File: src/design/bwdf_pkg.sv
// Shared types and constants of the box wind drag force block.
// No dependencies.
package bwdf_pkg;

  // Configuration register indexes
  localparam int CFG_IDX_W = 3;
  localparam logic [CFG_IDX_W-1:0] REG_WIND   = 3'd0;
  localparam logic [CFG_IDX_W-1:0] REG_CENTER = 3'd1;
  localparam logic [CFG_IDX_W-1:0] REG_HALF   = 3'd2;
  localparam logic [CFG_IDX_W-1:0] REG_LIN    = 3'd3;
  localparam logic [CFG_IDX_W-1:0] REG_QUAD   = 3'd4;

  // Drag coefficient and force widths
  localparam int COEF_W  = 16;
  localparam int FORCE_W = 32;

  // Bits of a configuration word that the packed registers can keep
  localparam int WORD_LIMIT = 64;

  // Pipeline flow control that travels between the stage groups
  typedef struct packed {
    logic advance;
    logic valid;
  } flow_t;

endpackage

File: src/design/bwdf_front.sv
// Front stages: box test, relative velocity, squares and their sum.
// Depends on bwdf_pkg.
module bwdf_front #(
  parameter int CW = 16
) (
  input  logic              clk,
  input  logic              rst,
  input  bwdf_pkg::flow_t   flow_in,
  input  logic [3*CW-1:0]   pos,
  input  logic [3*CW-1:0]   vel,
  input  logic              infinite_mass,
  input  logic [3*CW-1:0]   wind,
  input  logic [3*CW-1:0]   center,
  input  logic [3*CW-1:0]   half,
  output bwdf_pkg::flow_t   flow_out,
  output logic [2*CW-1:0]   sum,
  output logic [3*CW+3:0]   side
);
  import bwdf_pkg::*;

  localparam logic signed [CW:0] VMAX = {2'b00, {(CW-1){1'b1}}};
  localparam logic signed [CW:0] VMIN = {2'b11, {(CW-1){1'b0}}};

  logic signed [CW+1:0] p_e   [3];
  logic signed [CW+1:0] c_e   [3];
  logic signed [CW+1:0] h_e   [3];
  logic signed [CW+1:0] hi_b  [3];
  logic signed [CW+1:0] lo_b  [3];
  logic signed [CW:0]   d     [3];
  logic signed [CW:0]   dsat  [3];
  logic signed [CW:0]   mag   [3];
  logic [2:0]           outside;
  logic [2:0]           neg_c;
  logic [3*CW-1:0]      av_c;
  logic [3*CW+3:0]      side_c;
  logic [2*CW-1:0]      av_w  [3];

  logic                 s1_valid;
  logic [3*CW+3:0]      s1_side;
  logic                 s2_valid;
  logic [3*CW+3:0]      s2_side;
  logic [2*CW-1:0]      s2_sq [3];
  logic                 s3_valid;
  logic [3*CW+3:0]      s3_side;
  logic [2*CW-1:0]      s3_sum;

  always_comb begin
    for (int i = 0; i < 3; i++) begin
      p_e[i]  = {{2{pos[i*CW+CW-1]}}, pos[i*CW +: CW]};
      c_e[i]  = {{2{center[i*CW+CW-1]}}, center[i*CW +: CW]};
      h_e[i]  = {{2{half[i*CW+CW-1]}}, half[i*CW +: CW]};
      hi_b[i] = c_e[i] + h_e[i];
      lo_b[i] = c_e[i] - h_e[i];
      outside[i] = (p_e[i] > hi_b[i]) || (p_e[i] < lo_b[i]);
      d[i] = $signed({vel[i*CW+CW-1], vel[i*CW +: CW]})
           - $signed({wind[i*CW+CW-1], wind[i*CW +: CW]});
      if (d[i] > VMAX) begin
        dsat[i] = VMAX;
      end else if (d[i] < VMIN) begin
        dsat[i] = VMIN;
      end else begin
        dsat[i] = d[i];
      end
      neg_c[i] = dsat[i][CW];
      mag[i]   = neg_c[i] ? -dsat[i] : dsat[i];
      av_c[i*CW +: CW] = mag[i][CW-1:0];
    end
    side_c = {~infinite_mass & ~(|outside), neg_c, av_c};
  end

  always_comb begin
    for (int i = 0; i < 3; i++) begin
      av_w[i] = {{CW{1'b0}}, s1_side[i*CW +: CW]};
    end
  end

  always_ff @(posedge clk) begin
    if (rst) begin
      s1_valid <= 1'b0;
      s2_valid <= 1'b0;
      s3_valid <= 1'b0;
    end else if (flow_in.advance) begin
      s1_valid <= flow_in.valid;
      s2_valid <= s1_valid;
      s3_valid <= s2_valid;
    end
  end

  always_ff @(posedge clk) begin
    if (flow_in.advance) begin
      s1_side <= side_c;
      s2_side <= s1_side;
      for (int i = 0; i < 3; i++) begin
        s2_sq[i] <= av_w[i] * av_w[i];
      end
      s3_side <= s2_side;
      s3_sum  <= s2_sq[0] + s2_sq[1] + s2_sq[2];
    end
  end

  assign flow_out.advance = flow_in.advance;
  assign flow_out.valid   = s3_valid;
  assign sum              = s3_sum;
  assign side             = s3_side;

endmodule

File: config.mk
export PLATFORM = sky130hd
export DESIGN_NAME = bwdf_front
export DESIGN_NICKNAME = d
export VERILOG_FILES = /design/src/design/bwdf_pkg.sv /design/src/design/bwdf_front.sv
export SDC_FILE = /design/constraint.sdc
export NUM_CORES = 2
export LEC_CHECK = 0
export BUFFER_PORTS_ARGS = -buffer_cell sky130_fd_sc_hd__buf_2
export CAP_MARGIN = 20
export CORE_MARGIN = 5
export CORE_UTILIZATION = 53
export CTS_BUF_LIST = sky130_fd_sc_hd__clkbuf_8
export CTS_CLUSTER_DIAMETER = 120
export DETAILED_ROUTE_END_ITERATION = 12
export PLACE_DENSITY = 0.74
export RECOVER_POWER = 100
export SYNTH_ARGS = -nofsm -noshare
export SYNTH_HDL_FRONTEND = slang
export SYNTH_SLANG_ARGS = --single-unit
File: constraint.sdc
create_clock -name clk -period 18.8 [get_ports clk]
set_clock_uncertainty 0.15 [all_clocks]
set_input_delay 2.82 -clock clk [delete_from_list [all_inputs] [get_ports clk]]
set_output_delay 2.82 -clock clk [all_outputs]
set_load 0.05 [all_outputs]
==> results.sh <==
export IMPL_status="finished with violations"
export IMPL_violations="capacitance limit, slew limit"
export IMPL_port_buffers=330
export IMPL_die_area_um2=86990
export IMPL_nets=6213
export IMPL_synth_top_cell_by_area="fa_1"
export IMPL_synth_area_um2=43030
export IMPL_synth_top_cell_area_share=0.2452
export IMPL_holdBufCountCts=0
export IMPL_cts_sinks=281
export IMPL_synth_edf_count=278
export IMPL_cts_resized=0
export IMPL_fin_area_um2=46510
export IMPL_grt_max_degree=81
export IMPL_antenna_found_initial=13
export IMPL_num_rows=104
export IMPL_r2r_start="s1_side[20]"
export IMPL_post_place_ws_ps=10950
export IMPL_vias=32520
export IMPL_synthTopCellsByCount="inv_1 (961), ha_1 (576), fa_1 (527)"
export IMPL_crit_start="flow_in[1]"
export IMPL_worstSetupEndpointType="primary output"
export IMPL_drc=0
export IMPL_ys_warn_count=0
export IMPL_synth_most_common_cell="inv_1"
export IMPL_synth_seq_cells=281
export IMPL_hold_path_class="reg2reg"
export IMPL_crit_fanout=76
export IMPL_track_usage=0.2204
export IMPL_hold_viol_final=0
export IMPL_tightest_slew_ps=4159
export IMPL_h_tree_depth=2
export IMPL_synth_cells=4584
export IMPL_rsz0062_at_grt="no"
export IMPL_area_growth_pct=8.074
export IMPL_coreArea_um2=80550
export IMPL_numCtsBuffers=51
export IMPL_wl_um=95440
export IMPL_setup_tns_ps=0
export IMPL_yosysSeqAreaShare=0.1954
export IMPL_dpl_cell_area_um2=45670
export IMPL_tritoncts="done"
export IMPL_critical_path_slowest_cell="clkbuf_1"
export IMPL_drive_above_1_share=0.07565
export IMPL_io_pins=331
export IMPL_overflow=0
export IMPL_cpMostUsedCell="clkbuf_1"
export IMPL_slew_headroom=-1.773
export IMPL_vias_per_cell=5.444
export IMPL_synthTopCellsByArea="fa_1 (25%), edfxtp_1 (19%), ha_1 (17%)"
export IMPL_synthArstFlopShare=0
export IMPL_critPathTopFamily="buffers and inverters"
export IMPL_clk_latency_ps=650
export IMPL_worst_slack_ps=9710
export IMPL_dr_pass1_iters=5
export IMPL_grt_pass1_vias=33860
export IMPL_antenna_left=0
export IMPL_die_y_um=294.9
export IMPL_clockBufferDepth=3
export IMPL_critPathRequiredTime_ps=15830
export IMPL_critPathMaxStageDelay_ps=2700
export IMPL_cts_setup_buffers=0
export IMPL_drt_iter0_drc=1752
export IMPL_clk_pin_slew_ps=60
export IMPL_final_max_slew_viol_count=289
export IMPL_finalCritPeriodShare=0.4835
export IMPL_die_x_um=294.9
export IMPL_hpwl_um=77270
export IMPL_wl_per_cell_um=15.98
export IMPL_grt_pass1_wl_um=160000
export IMPL_cp_data_arrival_time_ps=6120
export IMPL_ys_flop_type="edfxtp_1"
export IMPL_crit_buf_inv=2
export IMPL_synth_cell_type_count=92
export IMPL_period_needed_ps=9090
export IMPL_worstHoldStart="s2_side[27]"
export IMPL_rrSetupSlack_ps=11280
export IMPL_place_congestion=0.9144
export IMPL_start_util=0.5343
export IMPL_fmax_mhz=110.0
export IMPL_setup_viol=0
export IMPL_syn_area_per_cell_um2=9.388
export IMPL_maxCapViolCount=4
export IMPL_cts_root_buf="clkbuf_8"
export IMPL_crit_chain="clkbuf_1 -> clkbuf_1"
export IMPL_critPathLaunchType="input pin"
export IMPL_crit_type="in2out"
-- state kept, by name, summed over array words and instances (netlist names) --
name and cells:
sum 32, s2_sq 90, s1_valid 1, s2_valid 1, s2_side 52, s1_side 52
s3_valid 1, side 52
-- cells in the final DEF, fill, tap and decap left out, drive strengths merged, types with 49 or more instances in the layout --
| cell | instances |
|---|---|
| and2 | 141 |
| xnor2 | 192 |
| nor3 | 58 |
| o21ai | 130 |
| nand2 | 353 |
| edfxtp | 278 |
| nor2 | 216 |
| xor2 | 70 |
| clkbuf | 144 |
| nand3 | 66 |
| inv | 976 |
| o21a | 53 |
| a21o | 67 |
| a21oi | 226 |
| fa | 527 |
| o21bai | 49 |
| nor2b | 60 |
| ha | 576 |
| buf | 247 |
-- layout make-up --
type	count	area (µm²)
diodes	9	22.52
clock buffers	51	701.9
clock inverters	41	282.8
fillers	7151	34040
inverters	963	3615
multi-input cells	3228	30550
flip-flops and latches	281	8408
well taps	1060	1326
repair buffers	340	1598
-- final timing paths --
check,end,depth (start not counted)
setup / recovery,flow_out[1],2
hold / removal,side[27],0
setup reg to reg,s2_sq[0][63],24
hold reg to reg,side[27],0
-- cell families (layout without fill, tap and decap cells) --
| kind of cell | after synthesis | in the layout | share of synthesized area |
|---|---|---|---|
| other cells | 1 | 12 | 0.00008714 |
| xor+xnor | 262 | 262 | 0.05350 |
| compound gates | 785 | 785 | 0.1208 |
| simple gates | 1057 | 1057 | 0.1191 |
| buf+inv | 1077 | 1395 | 0.09412 |
| mux | 15 | 15 | 0.003664 |
| fa+ha+maj | 1106 | 1106 | 0.4134 |
| flops | 281 | 281 | 0.1954 |
-- layer usage --
| metal | share of wire | up-vias | wire length, µm | track usage |
|---|---|---|---|---|
| met5 | 0.00061 | - | 58 | 0 |
| met4 | 0.030 | 10 | 2830 | 0.06770 |
| met3 | 0.059 | 181 | 5611 | 0.03298 |
| met2 | 0.49 | 862 | 47070 | 0.3867 |
| met1 | 0.42 | 15800 | 39870 | 0.2840 |
| li1 | - | 15670 | - | - |
-- per-stage QoR --
step / cells / util / hold WS, ps
after floorplan: 4586 / - / 250.3
after global placement: 5872 / 0.5670 / 250.6
after detailed placement: 5872 / 0.5670 / 255.4
after CTS: 5964 / 0.5792 / 264.0
after global routing: 5972 / 0.5774 / 265.6
final: 5973 / 0.5774 / 265.0
Power is left out: the tool's default activity adds up to more than one toggle a clock period on the data nets, which glitch-free logic cannot reach.
