## src/design/bwdf_pkg.sv

```systemverilog
// Shared types and constants of the box wind drag force block.
// No dependencies.
package bwdf_pkg;

  // Configuration register indexes
  localparam int CFG_IDX_W = 3;
  localparam logic [CFG_IDX_W-1:0] REG_WIND   = 3'd0;
  localparam logic [CFG_IDX_W-1:0] REG_CENTER = 3'd1;
  localparam logic [CFG_IDX_W-1:0] REG_HALF   = 3'd2;
  localparam logic [CFG_IDX_W-1:0] REG_LIN    = 3'd3;
  localparam logic [CFG_IDX_W-1:0] REG_QUAD   = 3'd4;

  // Drag coefficient and force widths
  localparam int COEF_W  = 16;
  localparam int FORCE_W = 32;

  // Bits of a configuration word that the packed registers can keep
  localparam int WORD_LIMIT = 64;

  // Pipeline flow control that travels between the stage groups
  typedef struct packed {
    logic advance;
    logic valid;
  } flow_t;

endpackage

```

## src/design/bwdf_drag.sv

```systemverilog
// Back stages: drag coefficient, split multiply, shift and saturation.
// Depends on bwdf_pkg.
module bwdf_drag #(
  parameter int CW = 16,
  parameter int FB = 8
) (
  input  logic                            clk,
  input  logic                            rst,
  input  bwdf_pkg::flow_t                 flow_in,
  input  logic [CW-1:0]                   root,
  input  logic [3*CW+3:0]                 side_in,
  input  logic [bwdf_pkg::COEF_W-1:0]     lin_coef,
  input  logic [bwdf_pkg::COEF_W-1:0]     quad_coef,
  output logic                            out_valid,
  output logic                            applied,
  output logic [3*bwdf_pkg::FORCE_W-1:0]  force_all
);
  import bwdf_pkg::*;

  localparam int QP_W = COEF_W + CW;
  localparam int LS_W = COEF_W + FB;
  localparam int CF_W = ((QP_W > LS_W) ? QP_W : LS_W) + 1;
  localparam int CL_W = (CF_W + 1) / 2;
  localparam int CH_W = CF_W - CL_W;
  localparam int PR_W = CW + CF_W;
  localparam logic [PR_W-1:0]    LIM    = PR_W'(1) << (FORCE_W - 1);
  localparam logic [FORCE_W-1:0] POSMAX = {1'b0, {(FORCE_W-1){1'b1}}};
  localparam logic [FORCE_W-1:0] NEGMAX = {1'b1, {(FORCE_W-1){1'b0}}};

  logic              d1_valid;
  logic [3*CW+3:0]   d1_side;
  logic [QP_W-1:0]   d1_qp;
  logic              d2_valid;
  logic [3*CW+3:0]   d2_side;
  logic [CF_W-1:0]   d2_coef;
  logic              d3_valid;
  logic [3*CW+3:0]   d3_side;
  logic [CW+CL_W-1:0] d3_pl [3];
  logic [CW+CH_W-1:0] d3_ph [3];
  logic              d4_valid;
  logic              d4_applied;
  logic [3*FORCE_W-1:0] d4_force;

  logic [CW+CL_W-1:0] av_l  [3];
  logic [CW+CH_W-1:0] av_h  [3];
  logic [CW+CL_W-1:0] cl_w;
  logic [CW+CH_W-1:0] ch_w;
  logic [PR_W-1:0]    prod  [3];
  logic [PR_W-1:0]    p     [3];
  logic               ge    [3];
  logic [3*FORCE_W-1:0] force_c;

  always_comb begin
    cl_w = (CW+CL_W)'(d2_coef[CL_W-1:0]);
    ch_w = (CW+CH_W)'(d2_coef[CF_W-1:CL_W]);
    for (int i = 0; i < 3; i++) begin
      av_l[i] = (CW+CL_W)'(d2_side[i*CW +: CW]);
      av_h[i] = (CW+CH_W)'(d2_side[i*CW +: CW]);
    end
  end

  // recombine the partial products, truncate, then clamp per sign
  always_comb begin
    for (int i = 0; i < 3; i++) begin
      prod[i] = (PR_W'(d3_ph[i]) << CL_W) + PR_W'(d3_pl[i]);
      p[i]    = prod[i] >> FB;
      ge[i]   = (p[i] >= LIM);
      if (!d3_side[3*CW+3]) begin
        force_c[i*FORCE_W +: FORCE_W] = '0;
      end else if (d3_side[3*CW+i]) begin
        force_c[i*FORCE_W +: FORCE_W] = ge[i] ? POSMAX : p[i][FORCE_W-1:0];
      end else begin
        force_c[i*FORCE_W +: FORCE_W] = ge[i] ? NEGMAX : -p[i][FORCE_W-1:0];
      end
    end
  end

  always_ff @(posedge clk) begin
    if (rst) begin
      d1_valid <= 1'b0;
      d2_valid <= 1'b0;
      d3_valid <= 1'b0;
      d4_valid <= 1'b0;
    end else if (flow_in.advance) begin
      d1_valid <= flow_in.valid;
      d2_valid <= d1_valid;
      d3_valid <= d2_valid;
      d4_valid <= d3_valid;
    end
  end

  always_ff @(posedge clk) begin
    if (flow_in.advance) begin
      d1_side    <= side_in;
      d1_qp      <= QP_W'(quad_coef) * QP_W'(root);
      d2_side    <= d1_side;
      d2_coef    <= CF_W'(d1_qp) + (CF_W'(lin_coef) << FB);
      d3_side    <= d2_side;
      for (int i = 0; i < 3; i++) begin
        d3_pl[i] <= av_l[i] * cl_w;
        d3_ph[i] <= av_h[i] * ch_w;
      end
      d4_applied <= d3_side[3*CW+3];
      d4_force   <= force_c;
    end
  end

  assign out_valid = d4_valid;
  assign applied   = d4_applied;
  assign force_all = d4_force;

endmodule

```

## config.mk

```make
export PLATFORM = sky130hd
export DESIGN_NAME = bwdf_drag
export DESIGN_NICKNAME = d
export VERILOG_FILES = /design/src/design/bwdf_pkg.sv /design/src/design/bwdf_drag.sv
export SDC_FILE = /design/constraint.sdc
export NUM_CORES = 2
export LEC_CHECK = 0
export ABC_CLOCK_PERIOD_IN_PS = 11200
export BUFFER_PORTS_ARGS = -buffer_cell sky130_fd_sc_hd__buf_2
export CAP_MARGIN = 20
export CORE_ASPECT_RATIO = 0.75
export CORE_MARGIN = 2
export CORE_UTILIZATION = 60
export DETAILED_ROUTE_END_ITERATION = 10
export PLACE_DENSITY = 0.75
export SLEW_MARGIN = 5
export SYNTH_ARGS = -nofsm -noshare
export SYNTH_HDL_FRONTEND = slang
export SYNTH_SLANG_ARGS = --single-unit
```

## constraint.sdc

```tcl
create_clock -name clk -period 11.2 [get_ports clk]
set_clock_uncertainty 0.2 [all_clocks]
set_input_delay 2.24 -clock clk [delete_from_list [all_inputs] [get_ports clk]]
set_output_delay 2.24 -clock clk [all_outputs]
set_load 0.05 [all_outputs]
```

==> metrics.txt <==
# TYPE chip_impl_metric gauge
chip_impl_metric{name="tightest_slew",unit="ns"} 1.063
chip_impl_metric{name="yosys_warnings",unit=""} 0
chip_impl_info{name="cts_tree",value="done"} 1
chip_impl_metric{name="ctsHoldBuffers",unit=""} 0
chip_impl_metric{name="clock_sinks",unit=""} 445
chip_impl_metric{name="crit_path_max_fanout",unit=""} 16
chip_impl_metric{name="core-area",unit="mm2"} 0.1335
chip_impl_metric{name="die_x",unit="um"} 427.8
chip_impl_metric{name="initial_utilization",unit="%"} 60.52
chip_impl_metric{name="drc_errors",unit=""} 0
chip_impl_metric{name="setup_violations",unit=""} 0
chip_impl_info{name="yosysMostFrequentCell",value="inv_1"} 1
chip_impl_metric{name="wl_met2",unit="um"} 91790
chip_impl_info{name="hp-class",value="flop to flop"} 1
chip_impl_metric{name="largest_stage_delay_worst_path",unit="ns"} 0.73
chip_impl_metric{name="post-cts-setup-buffers",unit=""} 0
chip_impl_metric{name="viasPerCell",unit=""} 5.812
chip_impl_metric{name="gp_congestion",unit=""} 0.8997
chip_impl_metric{name="finalCritPeriodShare",unit="%"} 78.98
chip_impl_metric{name="post_synth_mux_area_share",unit="%"} 0.4258
chip_impl_metric{name="synth.distinct_cells",unit=""} 103
chip_impl_metric{name="proportion_of_layout_cells_with_a_drive_suffix_above_1",unit="%"} 5.315
chip_impl_info{name="cp_common_cell",value="fa_1"} 1
chip_impl_info{name="rsz0062_at_grt",value="false"} 1
chip_impl_metric{name="port_buffers",unit=""} 201
chip_impl_metric{name="initial_antenna_violation_count",unit=""} 2
chip_impl_metric{name="number_of_enable_type_register_cells_in_the_synthesized_netlist",unit=""} 441
chip_impl_info{name="crit-reg2reg-capture",value="d3_pl[0][32]"} 1
chip_impl_metric{name="synthAdderAreaFrac",unit="%"} 46.92
chip_impl_metric{name="cts.clk_slew.worst_paths",unit="ns"} 0.07
chip_impl_metric{name="synth_top_area_share",unit="%"} 34.71
chip_impl_info{name="worst-setup-path-type",value="primary input to flop"} 1
chip_impl_metric{name="syn_nets",unit=""} 10860
chip_impl_metric{name="detail_route.wirelength.met1",unit="um"} 84770
chip_impl_metric{name="ys_ff_latch",unit=""} 445
chip_impl_metric{name="cts-buffers-inserted",unit=""} 52
chip_impl_info{name="hp-start",value="d1_side[42]"} 1
chip_impl_metric{name="core.rowCount",unit=""} 116
chip_impl_metric{name="fin_setup_tns",unit="ns"} 0
chip_impl_metric{name="areaGrowthSynthToFinish",unit="%"} 5.102
chip_impl_metric{name="worst_slew_margin_rel",unit="%"} 28.89
chip_impl_info{name="path_cells",value="buf_2 -> nand2_1 -> fa_1 -> inv_1 -> fa_1 -> fa_1 -> fa_1 -> fa_1 -> inv_1 -> fa_1 -> inv_1 -> ha_1 -> a21o_1 -> a21o_1 -> a21o_1 -> a221o_1 -> nor2b_1 -> a21oi_1 -> a31oi_1 -> and4_1 -> a2111oi_0 -> o21ai_0 -> xor2_1"} 1
chip_impl_info{name="hold_path_end",value="d2_side[42]"} 1
chip_impl_metric{name="reg2regPathDepth",unit=""} 24
chip_impl_metric{name="die_h",unit="um"} 321.8
chip_impl_metric{name="clock_tree.htree_level_count",unit=""} 2
chip_impl_metric{name="timing.max_cap.violations",unit=""} 0
chip_impl_metric{name="clock_path_buffers",unit=""} 3
chip_impl_metric{name="report.final.hold_viol_count",unit=""} 0
chip_impl_metric{name="postSynth.asyncResetShare",unit="%"} 0
chip_impl_metric{name="routed_wirelength",unit="um"} 200600
chip_impl_info{name="timing.critical_path.max_delay_family",value="adder cells"} 1
chip_impl_metric{name="grt_first_pass_wirelength",unit="um"} 331000
chip_impl_metric{name="hold_path_depth",unit=""} 0
chip_impl_metric{name="pin_count",unit=""} 202
chip_impl_metric{name="insertion_delay",unit="ns"} 0.68
chip_impl_metric{name="drv_slew",unit=""} 0
chip_impl_metric{name="design.final.nets",unit=""} 10800
chip_impl_info{name="top_cells_by_count_synth",value="inv_1 (1617), fa_1 (1401), nand2_1 (1152)"} 1
chip_impl_metric{name="via_count_of_the_first_global_routing_pass",unit=""} 63270
chip_impl_info{name="synth.top_cells.by_area",value="fa_1 (35%), edfxtp_1 (16%), ha_1 (12%), inv_1 (7.5%), and2_1 (6.7%)"} 1
chip_impl_metric{name="cts.repair.resized",unit=""} 0
chip_impl_metric{name="gr-usage-all-layers",unit="%"} 30.21
chip_impl_info{name="postSynth.topFlopCell",value="edfxtp_1"} 1
chip_impl_info{name="clock_tree.root_cell",value="clkbuf_16"} 1
chip_impl_metric{name="drt-wirelength-per-cell",unit="um"} 19.45
chip_impl_metric{name="wl_met3",unit="um"} 17420
chip_impl_info{name="kind_of_end_point_of_the_critical_path",value="flop"} 1
chip_impl_info{name="post-synth-top-area-cell",value="fa_1"} 1
chip_impl_info{name="crit-reg2reg-launch",value="d2_coef[10]"} 1
chip_impl_metric{name="fillerInstances",unit=""} 10900
chip_impl_metric{name="largest_net_degree_at_the_start_of_global_routing",unit=""} 147
chip_impl_metric{name="synth-xor-area-share",unit="%"} 2.644
chip_impl_metric{name="avgSynthCellArea",unit="um2"} 9.436
chip_impl_metric{name="finish.cell_count_without_fillers",unit=""} 10310
chip_impl_metric{name="grt.overflow.total",unit=""} 0
chip_impl_info{name="synth_top_family_by_area",value="adder cells"} 1
chip_impl_metric{name="crit_arrival",unit="ns"} 9.01
chip_impl_info{name="critical_path.slowest_cell",value="a2111oi_0"} 1
chip_impl_info{name="cp-start-kind",value="primary input"} 1
chip_impl_metric{name="detailedRoute.firstPassIterationCount",unit=""} 6
chip_impl_info{name="outcome",value="finished clean"} 1
chip_impl_metric{name="synth_compound_area_share",unit="%"} 6.916
chip_impl_metric{name="routed-via-count",unit=""} 59940
chip_impl_metric{name="synth_area",unit="mm2"} 0.08081
chip_impl_metric{name="synth_sequential_area_ratio",unit="%"} 16.49
chip_impl_metric{name="drt_initial_violations",unit=""} 4711
chip_impl_metric{name="synth_cells",unit=""} 8564
chip_impl_metric{name="timing.hold.ws",unit="ns"} 0.2143
chip_impl_metric{name="hpwlAfterDp",unit="um"} 149600
chip_impl_metric{name="die_footprint",unit="mm2"} 0.1377
chip_impl_metric{name="fmax",unit="MHz"} 113.1
chip_impl_info{name="highest-signal-layer",value="met5"} 1
chip_impl_metric{name="post-route-min-period",unit="ns"} 8.846
chip_impl_metric{name="reg2reg_setup_slack",unit="ns"} 3.16
chip_impl_metric{name="place.detailed.instances",unit=""} 10220
chip_impl_metric{name="final_antenna_net_count",unit=""} 0
chip_impl_metric{name="critical_path.n_buffers_inverters",unit=""} 4
chip_impl_metric{name="yosys.area_share.simple",unit="%"} 17.12
chip_impl_metric{name="required_time_at_the_endpoint_of_the_critical_path",unit="ns"} 11.37
## stage by stage
| step | cell area [um2] | util (%) | setup slack [ns] |
|---|---|---|---|
| finish | 84940 | 63.61 | 2.354 |
| CTS | 84930 | 63.61 | 2.402 |
| global placement | 83230 | 62.33 | 2.022 |
| detailed placement | 83230 | 62.33 | 1.736 |
| global route | 84930 | 63.61 | 1.987 |
| floorplan | 80810 | - | 2.566 |
## per-layer routing
metal,up-vias,global-route usage (%)
li1,26720,-
met1,30250,42.72
met2,2577,47.85
met3,395,4.788
met4,2,9.731
met5,-,0
## registers in the layout, summed over array words and instances, names as in the netlist, 4 cells and up
| name | flops |
|---|---|
| d3_ph | 96 |
| force_all | 96 |
| d3_pl | 75 |
| d1_side | 52 |
| d2_side | 52 |
| d2_coef | 33 |
| d1_qp | 32 |
| d3_side | 4 |
## cell families after synthesis
family,Yosys count
AND/OR/NAND/NOR,2771
adder cells (fa/ha/maj),2190
buffers and inverters,2034
AO/OA/AOI/OAI,846
flip-flops,445
XOR/XNOR,244
multiplexers,34
## worst max-delay path by stage
stage,start,endpoint,cells past startpoint
2_1_floorplan,root[1],d1_qp[30],23
3_3_place_gp,root[7],d1_qp[30],23
3_5_place_dp,root[7],d1_qp[30],23
4_1_cts,root[7],d1_qp[30],23
5_1_grt,root[8],d1_qp[30],23
6_report,root[8],d1_qp[30],23
## cell usage in the layout (no fill, tap or decap), types with 42 or more instances in the layout
cell type and count:
a21o_1 84, edfxtp_1 441, and2_1 871, xor2_1 69
nand3_1 95, fa_1 1401, inv_1 1616, nor2_1 235
buf_2 200, ha_1 789, xnor2_1 175, and3_1 42
nor3_1 97, clkbuf_16 53, buf_4 96, nand2_1 1152
o21ai_0 185, a21oi_1 215
## final cells by class
class / count / area, um2 / share of cell area (%)
Multi-Input combinational cell: 6085 / 59820 / 70.44
Sequential cell: 445 / 13320 / 15.69
Inverter: 1617 / 6070 / 7.146
Tap cell: 1770 / 2215 / 2.607
Timing Repair Buffer: 300 / 1797 / 2.115
Clock buffer: 55 / 1334 / 1.570
Clock inverter: 40 / 370.4 / 0.4360
Antenna cell: 1 / 2.502 / 0.002946
Power is not shown: default switching activity piles up to over one toggle a cycle in this logic, so the estimate is an artifact.
