===== src/design/bwdf_pkg.sv =====
// Shared types and constants of the box wind drag force block.
// No dependencies.
package bwdf_pkg;

  // Configuration register indexes
  localparam int CFG_IDX_W = 3;
  localparam logic [CFG_IDX_W-1:0] REG_WIND   = 3'd0;
  localparam logic [CFG_IDX_W-1:0] REG_CENTER = 3'd1;
  localparam logic [CFG_IDX_W-1:0] REG_HALF   = 3'd2;
  localparam logic [CFG_IDX_W-1:0] REG_LIN    = 3'd3;
  localparam logic [CFG_IDX_W-1:0] REG_QUAD   = 3'd4;

  // Drag coefficient and force widths
  localparam int COEF_W  = 16;
  localparam int FORCE_W = 32;

  // Bits of a configuration word that the packed registers can keep
  localparam int WORD_LIMIT = 64;

  // Pipeline flow control that travels between the stage groups
  typedef struct packed {
    logic advance;
    logic valid;
  } flow_t;

endpackage


===== src/design/bwdf_sqrt.sv =====
// Pipelined integer square root, one root bit per stage, with sideband.
// Depends on bwdf_pkg.
module bwdf_sqrt #(
  parameter int RW     = 16,
  parameter int SIDE_W = 52
) (
  input  logic              clk,
  input  logic              rst,
  input  bwdf_pkg::flow_t   flow_in,
  input  logic [2*RW-1:0]   n,
  input  logic [SIDE_W-1:0] side_in,
  output bwdf_pkg::flow_t   flow_out,
  output logic [RW-1:0]     root,
  output logic [SIDE_W-1:0] side_out
);
  import bwdf_pkg::*;

  logic              valid_q [RW];
  logic [RW+1:0]     rem_q   [RW];
  logic [RW-1:0]     root_q  [RW];
  logic [2*RW-1:0]   rest_q  [RW];
  logic [SIDE_W-1:0] side_q  [RW];

  for (genvar k = 0; k < RW; k++) begin : g_step
    logic              valid_i;
    logic [RW+1:0]     rem_i;
    logic [RW-1:0]     root_i;
    logic [2*RW-1:0]   rest_i;
    logic [SIDE_W-1:0] side_i;
    logic [RW+1:0]     rem_sh;
    logic [RW+1:0]     trial;
    logic              take;

    if (k == 0) begin : g_first
      assign valid_i = flow_in.valid;
      assign rem_i   = '0;
      assign root_i  = '0;
      assign rest_i  = n;
      assign side_i  = side_in;
    end else begin : g_next
      assign valid_i = valid_q[k-1];
      assign rem_i   = rem_q[k-1];
      assign root_i  = root_q[k-1];
      assign rest_i  = rest_q[k-1];
      assign side_i  = side_q[k-1];
    end

    // bring down the next two bits and try the next root bit
    assign rem_sh = {rem_i[RW-1:0], rest_i[2*RW-1 -: 2]};
    assign trial  = {root_i, 2'b01};
    assign take   = (rem_sh >= trial);

    always_ff @(posedge clk) begin
      if (rst) begin
        valid_q[k] <= 1'b0;
      end else if (flow_in.advance) begin
        valid_q[k] <= valid_i;
      end
    end

    always_ff @(posedge clk) begin
      if (flow_in.advance) begin
        rem_q[k]  <= take ? (rem_sh - trial) : rem_sh;
        root_q[k] <= {root_i[RW-2:0], take};
        rest_q[k] <= rest_i << 2;
        side_q[k] <= side_i;
      end
    end
  end

  assign flow_out.advance = flow_in.advance;
  assign flow_out.valid   = valid_q[RW-1];
  assign root             = root_q[RW-1];
  assign side_out         = side_q[RW-1];

endmodule


===== config.mk =====
export PLATFORM = sky130hd
export DESIGN_NAME = bwdf_sqrt
export DESIGN_NICKNAME = d
export VERILOG_FILES = /design/src/design/bwdf_pkg.sv /design/src/design/bwdf_sqrt.sv
export SDC_FILE = /design/constraint.sdc
export NUM_CORES = 1
export LEC_CHECK = 0
export ABC_AREA = 1
export ABC_CLOCK_PERIOD_IN_PS = 1800
export BUFFER_PORTS_ARGS = -buffer_cell sky130_fd_sc_hd__buf_2
export CAP_MARGIN = 25
export CELL_PAD_IN_SITES_DETAIL_PLACEMENT = 0
export CELL_PAD_IN_SITES_GLOBAL_PLACEMENT = 1
export CORE_MARGIN = 5
export CORE_UTILIZATION = 40
export CTS_CLUSTER_DIAMETER = 200
export DETAILED_ROUTE_END_ITERATION = 12
export GPL_TIMING_DRIVEN = 0
export PLACE_DENSITY = 0.76
export SETUP_SLACK_MARGIN = 0.5
export SLEW_MARGIN = 20
export SYNTH_ARGS = -nofsm -noshare
export SYNTH_HDL_FRONTEND = slang
export SYNTH_SLANG_ARGS = --single-unit

===== constraint.sdc =====
create_clock -name clk -period 1.8 [get_ports clk]
set_input_delay 0.36 -clock clk [delete_from_list [all_inputs] [get_ports clk]]
set_output_delay 0.36 -clock clk [all_outputs]
set_load 0.02 [all_outputs]

==> impl_results.md, run 1 <==
* Overflow after GRT at 0
* Cell with the most instances after synthesis: edfxtp_1
* Final Cycle Share at 113%
* Full die area at ~0.15 mm2
* Post-synth EDFFs at roughly 1400
* TNS Setup at -23.64 ns
* Reg2reg start: rem_q[1][5]$_DFFE_PP_
* Clk_skew at about 0.068 ns
* Routed Antenna Nets at 0
* Peak VDD IR at around 0.86 mV
* Final nets at approximately 5300
* Fin util at 53.4%
* RSZ-0062 raised after global routing: true
* Layout cells sized above 1 at 35.1%
* Cell Area, Synth at about 0.057 mm2
* Length of the first detailed-routing pass in iterations at 5
* Final Instance Count excl. Fillers at a little over 7000
* Critical path origin: rem_q[1][5]$_DFFE_PP_
* Initial antenna violation count at 0
* Slew Viols, Final at 0
* Asr flop ratio synth at 0%
* CP required at ~2.3 ns
* Final hold vios at 0
* Synth top area share at between 70% and 80%
* Status: complete, but fails checks
* Final worst slack at -0.234 ns
* Flops & latches, synth at about 1400
* Area contributors post-synth: edfxtp_1 (76%), nand2_1 (6.8%), inv_1 (3.9%)
* Top Ports at ~160
* FP Rows at 138
* Failing checks: setup timing
* Clock net sink count at between 1000 and 1500
* PwrDens at ~1100 mW/mm2
* Antenna diode count at 0
* Post-Syn Nets at 4429
* Post-DR wirelength/cell at 15.2 um
* Hpwl dp at between 60000 and 70000 um
* Area occupied by multi-input gates at 0.0154 mm2
* Vias at ~32000
* Critical path arrival at ~2.6 ns
* First-pass GRT wire length at between 150000 and 200000 um
* Die Height at 387 um
* Min-delay worst type: in2reg
* Placed Cells at 6246
* Hold WS at 0.0938 ns
* H-tree depth at 4
* YS warnings at 0
* Synth top cells by count: edfxtp_1 (1448), nand2_1 (1038), inv_1 (591)
* Least-Margin Pin Slew at about 0.83 ns
* CP Launch Type: flop
* Area delta synth->final at 32.6%
* Crit-path max FO at 6
* Largest net degree at the start of global routing at about 150
* F_max at roughly 0.5 GHz
* Vias per cell at around 4.6
* Initial Utilization at roughly two fifths
* TritonCTS buffer count at roughly 150
* Post-synthesis sequential area ratio at around three quarters
* Leakage power at roughly 30 nW
* Library cells used by synthesis at 50
* GP Congestion at between 0.8 and 0.9
* Syn avg cell area at around 14 um2
* Crit end category: flop
* Register area at 0.0435 mm2
* Max cap viols at 0
* Vias in the first global route at about 32000
* Setup Crit Path Kind: reg2reg
* PortBufs at between 150 and 200
* Final setup fails at around 180
* CTS tree: built
* Global Route Usage Sum at between 10% and 20%
* DRT iter0 DRCs at approximately 1700
* Largest area contributor in the netlist: edfxtp_1
* Routed WL at around 110000 um
* Clock Latency Late Sink at 0.79 ns
* FILL cells at 11600
* Core Footprint at about 0.14 mm2
* Hold Crit Start: rst
* Gate Count Post-Synth at approximately 4200
* Clk slew on worst S/H paths at approximately 0.060 ns
* Crit path time final at 2.03 ns
* CTS Buffer Depth at 3
* Die X at about 390 um
* Worst slew margin at ~45%
* DRC Markers at 0
* CTS root buffer: clkbuf_16
* Ys flop type: edfxtp_1
==> sequential cells by signal (all words and copies together) (netlist names) <==
register,cells
rest_q,240
root_q,136
valid_q,16
rem_q,224
side_q,832
==> area by class of cell <==
cell class	instances	share of cell area [%]
sequential	1448	57.6
multi-input combinational	2108	20.4
tap	1890	3.13
clock buffer	187	5.21
clock inverter	90	1.29
timing repair buffer	700	8.83
buffer	26	0.494
inverter	609	3.12
==> cell usage in the layout (no fill, tap or decap), drive strengths merged, types with 15 or more instances in the layout <==
| cell type | n |
|---|---|
| edfxtp | 1448 |
| nand2 | 1080 |
| buf | 619 |
| inv | 612 |
| nor2 | 246 |
| nand3 | 214 |
| clkbuf | 192 |
| ha | 152 |
| a21oi | 111 |
| dlygate4sd3 | 87 |
| clkinv | 70 |
| o21ai | 64 |
| xor2 | 58 |
| nand4 | 57 |
| nor3 | 34 |
| nand3b | 24 |
| xnor2 | 24 |
| bufbuf | 15 |
==> kinds of logic after synthesis <==
| kind of cell | after synthesis | share of synthesized area (%) |
|---|---|---|
| other cells | 1 | 0.00658 |
| buf+inv | 635 | 4.46 |
| flops | 1448 | 76.3 |
| compound gates | 192 | 1.95 |
| simple gates | 1679 | 12.7 |
| xor+xnor | 82 | 1.26 |
| fa+ha+maj | 152 | 3.34 |
==> where the power goes <==
group          total [mW]  internal [mW]  switching, mW
sequential           41.5           40.3           1.24
combinational        12.6           5.63           6.92
clock                30.0           17.0           13.0
total                84.1           62.9           21.2
==> critical path, stage by stage, from the launching register on <==
cell	delay [ns]
edfxtp_1	0.48
ha_4	0.30
nand2_2	0.06
nand2_1	0.06
nand2_1	0.08
nand2_2	0.07
inv_2	0.07
nand3_2	0.09
nand2_2	0.08
nand2_4	0.08
buf_12	0.16
buf_8	0.14
nand2_2	0.05
nand2_1	0.04
==> repair_timing <==
action	in CTS	in global routing
hold buffers	87	0
pin swaps	222	215
resized for setup	552	430
endpoints found under the setup margin	1257	514
gates cloned	35	3
hold endpoints to repair	107	0
setup buffers	293	117
==> metal layers <==
metal	GRT usage, %	vias to the layer above	part of all wire, %
met1	18.3	15400	43
met4	4.78	0	2.9
met3	2.92	205	4.1
met5	0	-	0
met2	23.4	546	50
li1	-	16100	-
==> path summary, 6_finish.rpt <==
| check | endpoint | depth (start not counted) | slack, ns |
|---|---|---|---|
| worst min register to register | side_q[5][37]$_DFFE_PP_ | 0 | 0.37 |
| worst max register to register | rem_q[1][26]$_DFFE_PP_ | 13 | -0.23 |
| worst min-delay path | valid_q[7][1]$_DFFE_PP_ | 4 | 0.09 |
| worst max-delay path | rem_q[1][26]$_DFFE_PP_ | 13 | -0.23 |
==> through the flow <==
stage	instance area [um2]	setup slack, ns	power (mW)
after floorplan	58800	-0.000879	48.0
after global placement	62000	-25.36	49.4
after detailed placement	62300	-2.00	51.0
after CTS	73100	-0.220	83.9
after global routing	75500	-0.293	88.2
final	75500	-0.234	84.1
Power figures use the tool's default switching activity.
==> inputs of run 2 (changes only) <==
--- a/config.mk
+++ b/config.mk
@@ -12,13 +12,13 @@
 export CELL_PAD_IN_SITES_DETAIL_PLACEMENT = 0
 export CELL_PAD_IN_SITES_GLOBAL_PLACEMENT = 1
 export CORE_MARGIN = 5
-export CORE_UTILIZATION = 40
+export CORE_UTILIZATION = 30
 export CTS_CLUSTER_DIAMETER = 200
 export DETAILED_ROUTE_END_ITERATION = 12
 export GPL_TIMING_DRIVEN = 0
-export PLACE_DENSITY = 0.76
+export PLACE_DENSITY = 0.62
 export SETUP_SLACK_MARGIN = 0.5
-export SLEW_MARGIN = 20
+export SLEW_MARGIN = 25
 export SYNTH_ARGS = -nofsm -noshare
 export SYNTH_HDL_FRONTEND = slang
 export SYNTH_SLANG_ARGS = --single-unit
==> constraint.sdc (replaced) <==
create_clock -name clk -period 1.8 [get_ports clk]
set_input_delay 0.36 -clock clk [delete_from_list [all_inputs] [get_ports clk]]
set_output_delay 0.36 -clock clk [all_outputs]
set_load 0.05 [all_outputs]
==> run 2 against run 1 <==
The flow still finishes with violations (setup timing). Global-route usage shrank 3.2 points. Non-clock buffer count is 47 lower. Final cell count rose by 8.3%. Via count shrank 0.77%. Count of clock-buffer cells in the layout decreased by 4. Critical path depth fell by 1. Final area grew 0.83%.
==> impl_results.md, run 2 (same netlist as run 1, synthesis figures left out) <==
* Status: complete, but fails checks
* Failing checks: setup timing
* Reg2reg setup slack at -0.27 ns
* Slew Viols, Final at 0
* TritonCTS buffer count at roughly 160
* Post-DR wirelength/cell at between 10 and 15 um
* Max cap viols at 0
* Hpwl dp at approximately 67000 um
* Final worst slack at -0.272 ns
* Final setup fails at between 150 and 200
* CP Launch Type: flop
* Tot Pwr at slightly below 90 mW
* F_max at 0.483 GHz
* Routed WL at roughly 110000 um
* Full die area at slightly below 0.2 mm2
* Final nets at 5244
* Vias per cell at about 4.2
* Clock Latency Late Sink at 0.79 ns
* Top Registers: side_q x832, rest_q x240, rem_q x224
* Crit end category: flop
* Internal power at 65.2 mW
* Global Route Usage Sum at a little over a tenth
* Logic pwr share at between 10 and 15%
* Most common cell after layout, fill and taps aside: edfxtp_1
* Vias in the first global route at approximately 32000
* Hold WS at 0.118 ns
* Critical path arrival at 2.61 ns
* Fin util at between 40% and 50%
* RSZ-0062 raised after global routing: true
* Peak VDD IR at 1.19 mV
* GP Congestion at 0.820
* Max FFs per register at roughly 830
* CTS Buffer Depth at 3
* Setup Crit Path Kind: reg2reg
* PortBufs at approximately 160
* CTS tree: built
* Switching Fraction at about 25%
* Length of the first detailed-routing pass in iterations at 5
* Routed Antenna Nets at 0
* Worst path cell trace: ha_4 > nand2_1 > inv_2 > nand2_1 > nor2_1 > nand2_2 > nand2_4 > buf_6 > inv_6 > buf_8 > nand2_2 > nand2_2
* Commonest cells after routing, fill and taps aside: edfxtp_1 (1448), nand2_1 (690), inv_1 (443), buf_4 (310), nand2_2 (239)
* Layout cells sized above 1 at about a third
* DRC Markers at 0
* PwrDens at roughly 1100 mW/mm2
* CTS root buffer: clkbuf_16
* NetSw at approximately 22 mW
* Area delta synth->final at 33.7%
* Slowest-stage cell, CP: edfxtp_1
* Cell repeated most along the worst path: nand2_2
* Vias at 32000
* Critical Path Max Stage Delay at between 0.4 and 0.5 ns
* Crit path time final at approximately 2.1 ns
* Leakage power at 30.1 nW
* H-tree depth at 4
* Overflow after GRT at 0
* Initial antenna violation count at 0
* FP Rows at 160
* Core Footprint at 0.190 mm2
* Clk_skew at about 0.031 ns
* Die X at about 450 um
* Min-delay worst type: in2reg
* Dpl ws at -3.06 ns
* Largest net degree at the start of global routing at between 100 and 150
* Clock power frac at between 30% and 40%
* CP required at around 2.3 ns
* Least-Margin Pin Slew at a little under 0.8 ns
* Final Instance Count excl. Fillers at 7643
* Part of the power in registers at between 40% and 50%
* Placed Cells at 6870
* Crit-path max FO at 5
* Top Ports at around 160
* Initial Utilization at between 30 and 40%
* DRT iter0 DRCs at 1512
* Die Height at ~450 um
* Clk slew on worst S/H paths at approximately 0.060 ns
* Final Cycle Share at 115%
* Top reg by flops: side_q
* First-pass GRT wire length at around 170000 um
* Clock net sink count at about 1400
* Final hold vios at 0
* Worst slew margin at 48.2%
* Antenna diode count at 0
==> run 2: changes by cell type in the layout (fill, tap and decap cells not counted), moves of 14 or more <==
cell / delta
buf_2: +44
buf_4: -29
buf_6: -73
clkbuf_16: +14
nand2_2: -41
nand2_4: +32
nand3_1: +16
nor2_1: +15
nor2_2: -19
o21ai_2: -17
==> run 2: through the flow <==
step           setup TNS, ns  instance area [um2]
2_1_floorplan       -0.00173                58800
3_3_place_gp               -                62800
3_5_place_dp        -1454.22                63100
4_1_cts               -29.85                73100
5_1_grt               -46.75                76200
6_report              -25.54                76200
==> run 2: area by class of cell <==
class | count | area (um2)
plain buffers | 26 | 417
clock buffers | 183 | 4110
clock inverters | 106 | 1290
fillers | 17600 | 113000
inverters | 609 | 2360
multi-input cells | 2107 | 15200
flip-flops and latches | 1448 | 43500
well taps | 2511 | 3140
repair buffers | 653 | 6130
==> run 2: power groups by stage <==
| stage | sequential, mW | combinational (mW) | clock (mW) |
|---|---|---|---|
| 3_3_place_gp | 42.3 | 7.05 | 0 |
| 3_5_place_dp | 42.2 | 9.11 | 0 |
| 4_1_cts | 41.5 | 11.1 | 34.3 |
| 5_1_grt | 41.7 | 13.9 | 35.8 |
| 6_report | 41.5 | 12.6 | 32.9 |
| 2_1_floorplan | 42.0 | 6.12 | 0 |
==> run 2: critical path: cells and delay by family (launching register included) <==
kind | cells | cell delay, ns
buf+inv | 4 | 0.40
fa+ha+maj | 1 | 0.33
flops | 1 | 0.44
simple gates | 7 | 0.65
==> run 2: metal layers <==
layer  vias up  track usage, %  share of wire [%]
met5         -               0                  0
met4         0            3.91                2.8
met3       179            2.44                3.7
li1      16000               -                  -
met1     15400            13.5                 43
met2       392            18.4                 50
==> run 2: worst paths after layout <==
kind                                from                      end  cells after the start
setup reg to reg  rem_q[1][26]$_DFFE_PP_   rem_q[1][47]$_DFFE_PP_                     12
hold reg to reg   side_q[6][4]$_DFFE_PP_   side_q[7][4]$_DFFE_PP_                      0
setup / recovery  rem_q[1][26]$_DFFE_PP_   rem_q[1][47]$_DFFE_PP_                     12
hold / removal                flow_in[1]  side_q[6][51]$_DFFE_PP_                      3
==> run 2: repair_timing <==
action | 4_1_cts | 5_1_grt
buffers inserted | 192 | 158
hold buffers | 90 | 0
cloned | 33 | 11
endpoints found under the hold margin | 128 | 0
gates resized for setup | 369 | 470
pin swaps | 130 | 238
endpoints found under the setup margin | 1193 | 495
